File: config.mk
export PLATFORM = sky130hd
export DESIGN_NAME = smr90_ctrl
export DESIGN_NICKNAME = d
export VERILOG_FILES = /design/src/smr90_pkg.sv /design/src/smr90_ctrl.sv
export SDC_FILE = /design/constraint.sdc
export NUM_CORES = 1
export LEC_CHECK = 0
export BUFFER_PORTS_ARGS = -buffer_cell sky130_fd_sc_hd__buf_2
export CORE_AREA = 2 2 39 41
export CTS_CLUSTER_SIZE = 8
export DETAILED_ROUTE_END_ITERATION = 10
export DIE_AREA = 0 0 41 43
export GPL_ROUTABILITY_DRIVEN = 0
export GPL_TIMING_DRIVEN = 1
export PLACE_DENSITY = 0.36
export SLEW_MARGIN = 20
export SYNTH_ARGS = -nofsm -noshare
export SYNTH_HDL_FRONTEND = slang
export SYNTH_SLANG_ARGS = --single-unit
File: constraint.sdc
create_clock -name clk -period 1.7 [get_ports clk]
set_clock_uncertainty 0.1 [all_clocks]
set_input_delay 0.425 -clock clk [delete_from_list [all_inputs] [get_ports clk]]
set_output_delay 0.425 -clock clk [all_outputs]
set_load 0.05 [all_outputs]
File: src/smr90_pkg.sv
// shared types and constants for the square matrix rotator
package smr90_pkg;

  localparam int DIM_W  = 7;
  localparam int ELEM_W = 32;
  localparam int OUT_W  = 32;
  localparam int STAT_W = 2;

  localparam logic KIND_LOAD  = 1'b0;
  localparam logic KIND_DRAIN = 1'b1;

  typedef enum logic [STAT_W-1:0] {
    STAT_OK    = 2'd0,
    STAT_FULL  = 2'd1,
    STAT_EARLY = 2'd2
  } status_t;

  typedef enum logic {
    ST_IDLE,
    ST_RESP
  } state_t;

  // commands from controller to datapath
  typedef struct packed {
    logic    wr_en;
    logic    drain_en;
    logic    cap_en;
    status_t status;
  } ctl_cmd_t;

  // status from datapath to controller
  typedef struct packed {
    logic full;
  } dp_stat_t;

endpackage

File: src/smr90_ctrl.sv
// controller state machine: decodes items and sequences result delivery
module smr90_ctrl (
  input  logic                clk,
  input  logic                rst_n,
  input  logic                in_valid,
  input  logic                in_kind,
  output logic                in_ready,
  output logic                out_valid,
  input  logic                out_ready,
  input  smr90_pkg::dp_stat_t stat,
  output smr90_pkg::ctl_cmd_t cmd
);
  import smr90_pkg::*;

  state_t state_r;
  state_t state_nxt;

  // state register
  always_ff @(posedge clk) begin
    if (!rst_n) begin
      state_r <= ST_IDLE;
    end else begin
      state_r <= state_nxt;
    end
  end

  // next state and commands
  always_comb begin
    state_nxt    = state_r;
    in_ready     = 1'b0;
    out_valid    = 1'b0;
    cmd.wr_en    = 1'b0;
    cmd.drain_en = 1'b0;
    cmd.cap_en   = 1'b0;
    cmd.status   = STAT_OK;
    unique case (state_r)
      ST_IDLE: begin
        in_ready = 1'b1;
        if (in_valid) begin
          if (in_kind == KIND_LOAD) begin
            if (stat.full) begin
              cmd.cap_en = 1'b1;
              cmd.status = STAT_FULL;
              state_nxt  = ST_RESP;
            end else begin
              cmd.wr_en = 1'b1;
            end
          end else begin
            cmd.cap_en = 1'b1;
            state_nxt  = ST_RESP;
            if (stat.full) begin
              cmd.drain_en = 1'b1;
              cmd.status   = STAT_OK;
            end else begin
              cmd.status = STAT_EARLY;
            end
          end
        end
      end
      ST_RESP: begin
        out_valid = 1'b1;
        if (out_ready) begin
          state_nxt = ST_IDLE;
        end
      end
      default: begin
        state_nxt = ST_IDLE;
      end
    endcase
  end

endmodule

Word level (Yosys, flattened, before mapping)
Index checks and enable logic that the tools add are counted.
Storage, ports and cells
  flip-flop bits (word level): 1
  output and inout port bits: 7
Cells by class
  multiplexer cells: 15
  bitwise gates (word level): 1
Operators with widths (number)
  2-to-1 mux 5 bit: 2
  2-to-1 mux 1 bit: 9
  2-to-1 mux 3 bit: 2
  2-to-1 mux 2 bit: 1
  case mux 1 bit (2 select lines): 1
  NOT 1 bit: 1

Longest topological paths before layout
Gate-level depths: netlist of run 1.
  depth in word-level cells: 4
  gate-level depth with buffers: 3

Worst setup path before layout of run 1
OpenSTA, ideal clock, no wires.
  path kind: register to output
  from: register state_r
  to: output port cmd[1] in the netlist's numbering
  arrival: 1.868 ns
  setup slack: -0.693 ns
  stages on the path, launching flop included: 3
  buffers on the path: 0
  cell sequence: dfxtp_1 > nand2b_4 > nor3b_1
RTL lines
  start: declaration: line smr90_ctrl.sv:15  | state_t state_r;
  start signal: assignment: line smr90_ctrl.sv:23  | state_r <= state_nxt;
  end: declaration: line smr90_ctrl.sv:11  | output smr90_pkg::ctl_cmd_t cmd

==> impl_metrics.env, run 1 <==
export IMPL_synth_top_area_cell="dfxtp_1"
export IMPL_final_cell_area_sq_um=211.5
export IMPL_rsz0062_at_grt="no"
export IMPL_drc_errors=0
export IMPL_fmax_mhz=612.0
export IMPL_critPathCaptureType="output pin"
export IMPL_syn_nets=17
export IMPL_post_drt_wl_per_cell_um=7.846
export IMPL_top_register="state_r"
export IMPL_ant_nets=0
export IMPL_insertion_delay_ps=0
export IMPL_seq_area_frac_synth=0.2286
export IMPL_io_buffer_count=12
export IMPL_dieHeight_um=43
export IMPL_placed_cells=39
export IMPL_post_cts_setup_buffers=0
export IMPL_ir_drop_uv=143.3
export IMPL_ys_flop_type="dfxtp_1"
export IMPL_arrival_ps=1110
export IMPL_cp_required_ps=1170
export IMPL_slowest_delay_ps=290
export IMPL_yosys_warnings=0
export IMPL_drive_gt1_frac=0.8696
export IMPL_grt_pass1_vias=85
export IMPL_n_fill_cell=154
export IMPL_die_w_um=41
export IMPL_viasPerCell=2.923
export IMPL_worstMarginPinSlew_ps=258.7
export IMPL_relSlewSlack=0.8287
export IMPL_grt_overflow=0
export IMPL_synth_edf_count=0
export IMPL_whs_ps=533.2
export IMPL_path_clk_slew_ps=0
export IMPL_path_buf_inv=2
export IMPL_power_density_nw_per_um2=486.4
export IMPL_syn_to_final_growth_pct=141.4
export IMPL_cp_slowest_cell="buf_2"
export IMPL_gr_usage_all_layers=0.03103
export IMPL_r2r_setup_slack_ps=730
export IMPL_startpoint_type="input pin"
export IMPL_fin_crit_ps=1634
export IMPL_ys_seq_elements=1
export IMPL_dieArea_sq_um=1763
export IMPL_crit_chain="buf_2 > nand2b_4 > nor3b_4 > buf_2"
export IMPL_min_to="state_r$_SDFF_PN0_"
export IMPL_fin_crit_sh=0.9611
export IMPL_drtPass1Iterations=1
export IMPL_syn_inst=11
export IMPL_avgSynthCellArea_sq_um=7.962
export IMPL_io_pins=13
export IMPL_dp_hpwl_um=286.1
export IMPL_largest_reg_flops=1
export IMPL_yosysTopAreaCellShare=0.2286
export IMPL_cts_hold_buf=0
export IMPL_power_leakage_uw=0.00009729
export IMPL_slew_violations=0
export IMPL_final_cell_count_no_fill=39
export IMPL_ys_async_sr_fraction=0
export IMPL_ys_types=9
export IMPL_r2r_end="state_r$_SDFF_PN0_"
export IMPL_min_path_type="input pin to flop"
export IMPL_fp_row_count=14
export IMPL_reg2reg_from="state_r$_SDFF_PN0_"
export IMPL_crit_family="buffers and inverters"
export IMPL_reg_top3="state_r x1"
export IMPL_setup_tns_ps=0
export IMPL_grt_pass1_wl_um=393
export IMPL_synth_commonest_cells="2 x nor2_1, 2 x nor3b_1"
export IMPL_n_antenna_cell=0
export IMPL_drtIter0Drc=0
export IMPL_synth_area_sq_um=87.58
export IMPL_finalHoldViolCount=0
export IMPL_antenna_found_initial=0
export IMPL_hp_start="rst_n"
export IMPL_status="finished clean"
export IMPL_synth_area_leaders="dfxtp_1 23%, nor3b_1 17%, nand2b_4 16%"
export IMPL_grt_max_degree=6
export IMPL_min_path_cells=2
export IMPL_worstSetupPathType="input pin to output pin"
export IMPL_cpMostUsedCell="buf_2"
export IMPL_start_util=0.06329
export IMPL_crit_fanout=4
export IMPL_finalSetupViolCount=0
export IMPL_max_cap_viol_count=0
export IMPL_worstRegToRegCells=3
export IMPL_final_nets=31
export IMPL_core_area_sq_um=1384
export IMPL_place_area_sq_um=211.5
export IMPL_cts_resized=0
export IMPL_vias=114
export IMPL_wirelength_um=306
## per-stage QoR
step | worst slack, ps | power, uW | utilization
global placement | 85.50 | 102.1 | 0.1528
floorplan | 74.18 | 81.49 | -
finish | 66.08 | 102.8 | 0.1528
detailed placement | 63.20 | 103.3 | 0.1528
global route | 31.18 | 106.9 | 0.1528
CTS | 63.44 | 103.4 | 0.1528
## worst register-to-register path: cells and delay by family (launching register included)
kind / cells / cell delay [ps]
flip-flops: 1 / 340
AND/OR/NAND/NOR: 2 / 240
AO/OA/AOI/OAI: 1 / 170
## placed cells by master (no fill, tap or decap), drive strengths merged
cell type,instances
and4,1
o21a,1
nor3,1
buf,12
clkinvlp,1
nor2,3
dfxtp,1
nor3b,2
nand2b,1
## area by class of cell
| cell class | instances | area [sq um] | area share |
|---|---|---|---|
| Sequential cell | 1 | 23.77 | 0.1124 |
| Multi-Input combinational cell | 9 | 100.1 | 0.4734 |
| Timing Repair Buffer | 12 | 60.06 | 0.2840 |
| Tap cell | 16 | 20.02 | 0.09467 |
| Inverter | 1 | 7.507 | 0.03550 |
## per-layer routing
layer,share of wire,up-vias,track usage
met4,0,0,0
met5,0,-,0
li1,-,62,-
met3,0.27,0,0.005236
met2,0.19,13,0.02500
met1,0.54,39,0.07006
## where the power goes
part	internal [uW]	switching, uW	total, uW	leakage (uW)
combinational	22.5	52.9	75.4	0.0000884
clock	0	0	0	0
sequential	25.4	2.03	27.5	0.00000892
total	47.9	54.9	103	0.0000973
## kinds of logic after synthesis
family                 count (synthesis)  share of synthesized area
flip-flops                             1                     0.2286
AO/OA/AOI/OAI                          1                    0.08575
AND/OR/NAND/NOR                        8                     0.6428
buffers and inverters                  1                    0.04282
## how the worst max path moves through the flow
stage	startpoint	endpoint	slack [ps]	depth (start not counted)
floorplan	state_r$_SDFF_PN0_	cmd[1]	70	2
global route	in_valid	cmd[1]	30	4
global placement	in_valid	cmd[1]	90	4
CTS	in_valid	cmd[1]	60	4
detailed placement	in_valid	cmd[1]	60	4
finish	in_valid	cmd[1]	70	4
(Power assumes the default switching activity.)
==> run 2, diff against run 1 <==
Settings changed: PLACE_DENSITY 0.36 to 0.3.
==> impl_metrics.env, run 2 (same netlist as run 1, synthesis figures left out) <==
export IMPL_status="finished clean"
export IMPL_post_place_ws_ps=76.27
export IMPL_top_register="state_r"
export IMPL_dieArea_sq_um=1763
export IMPL_post_drt_wl_per_cell_um=8.026
export IMPL_worstRegToRegCells=3
export IMPL_power_density_nw_per_um2=485.5
export IMPL_finalSetupViolCount=0
export IMPL_grt_pass1_vias=116
export IMPL_drc_errors=0
export IMPL_slew_violations=0
export IMPL_reg2reg_from="state_r$_SDFF_PN0_"
export IMPL_cts_hold_buf=0
export IMPL_critPathLaunch="in_valid"
export IMPL_grt_max_degree=6
export IMPL_rsz0062_at_grt="no"
export IMPL_r2r_setup_slack_ps=730
export IMPL_fp_row_count=14
export IMPL_die_w_um=41
export IMPL_final_cell_count_no_fill=39
export IMPL_grt_pass1_wl_um=441
export IMPL_worstMarginPinSlew_ps=255.7
export IMPL_drtIter0Drc=0
export IMPL_finalHoldViolCount=0
export IMPL_ant_nets=0
export IMPL_core_area_sq_um=1384
export IMPL_n_antenna_cell=0
export IMPL_start_util=0.06329
export IMPL_drtPass1Iterations=1
export IMPL_final_common_cell="buf_2"
export IMPL_reg_top3="state_r x1"
export IMPL_dieHeight_um=43
export IMPL_io_buffer_count=12
export IMPL_power_uw=102.7
export IMPL_endpoint="cmd[0]"
export IMPL_drive_gt1_frac=0.8696
export IMPL_place_area_sq_um=211.5
export IMPL_syn_to_final_growth_pct=141.4
export IMPL_max_cap_viol_count=0
export IMPL_largest_reg_flops=1
export IMPL_viasPerCell=3.256
export IMPL_final_nets=31
export IMPL_fin_crit_ps=1615
export IMPL_dp_hpwl_um=304.1
export IMPL_startpoint_type="input pin"
export IMPL_vias=127
export IMPL_relSlewSlack=0.8307
export IMPL_placed_cells=39
export IMPL_n_fill_cell=154
export IMPL_mostFrequentLayoutCells="12 x buf_2, 2 x nor2_1, 2 x nor3b_4"
export IMPL_fmax_mhz=619.2
export IMPL_postLayoutSetupSlackWorst_ps=84.97
export IMPL_cp_required_ps=1170
export IMPL_worstSetupPathType="input pin to output pin"
export IMPL_grt_overflow=0
export IMPL_path_clk_slew_ps=0
export IMPL_power_leakage_uw=0.00009729
export IMPL_insertion_delay_ps=0
export IMPL_ir_drop_uv=220.4
export IMPL_wirelength_um=313
export IMPL_antenna_found_initial=0
export IMPL_io_pins=13
export IMPL_arrival_ps=1090
export IMPL_fin_crit_sh=0.9500
export IMPL_cts_resized=0
export IMPL_post_cts_setup_buffers=0
export IMPL_min_path_type="input pin to flop"
export IMPL_final_cell_area_sq_um=211.5
export IMPL_crit_fanout=4
export IMPL_r2r_end="state_r$_SDFF_PN0_"
export IMPL_setup_tns_ps=0
export IMPL_critPathCaptureType="output pin"
export IMPL_gr_usage_all_layers=0.03400
==> run 2: cell counts in the layout (fill, tap and decap cells not counted) <==
No cell type changed its count.
==> run 2: metal layers <==
layer,share of wire,vias to the layer above,GRT usage
met4,0,0,0
met3,0.20,0,0.005236
met1,0.48,49,0.05079
met5,0,-,0
li1,-,65,-
met2,0.33,13,0.05313
==> run 2: power breakdown <==
part	switching, uW	leakage [uW]	internal (uW)	total [uW]
clock	0	0	0	0
combinational	52.7	0.0000884	22.5	75.2
sequential	2.00	0.00000892	25.4	27.4
==> run 2: how the worst min path moves through the flow <==
stage | start | endpoint | slack (ps) | cells after the start
6_report | rst_n | state_r$_SDFF_PN0_ | 540 | 2
5_1_grt | rst_n | state_r$_SDFF_PN0_ | 550 | 2
4_1_cts | rst_n | state_r$_SDFF_PN0_ | 540 | 2
3_5_place_dp | rst_n | state_r$_SDFF_PN0_ | 540 | 2
3_3_place_gp | rst_n | state_r$_SDFF_PN0_ | 530 | 2
2_1_floorplan | rst_n | state_r$_SDFF_PN0_ | 440 | 1
==> run 2: through the flow <==
stage / hold slack (ps) / util
4_1_cts: 540.0 / 0.1528
5_1_grt: 552.7 / 0.1528
3_5_place_dp: 540.0 / 0.1528
2_1_floorplan: 441.8 / -
6_report: 539.0 / 0.1528
3_3_place_gp: 528.5 / 0.1528
==> run 2: critical path, stage by stage <==
cell,delay [ps]
buf_2,110
nand2b_4,90
nor3b_4,170
buf_2,290
==> run 2: final cells by class <==
type / instances / area, sq um / area share
inverters: 1 / 7.507 / 0.03550
multi-input cells: 9 / 100.1 / 0.4734
flip-flops and latches: 1 / 23.77 / 0.1124
well taps: 16 / 20.02 / 0.09467
repair buffers: 12 / 60.06 / 0.2840
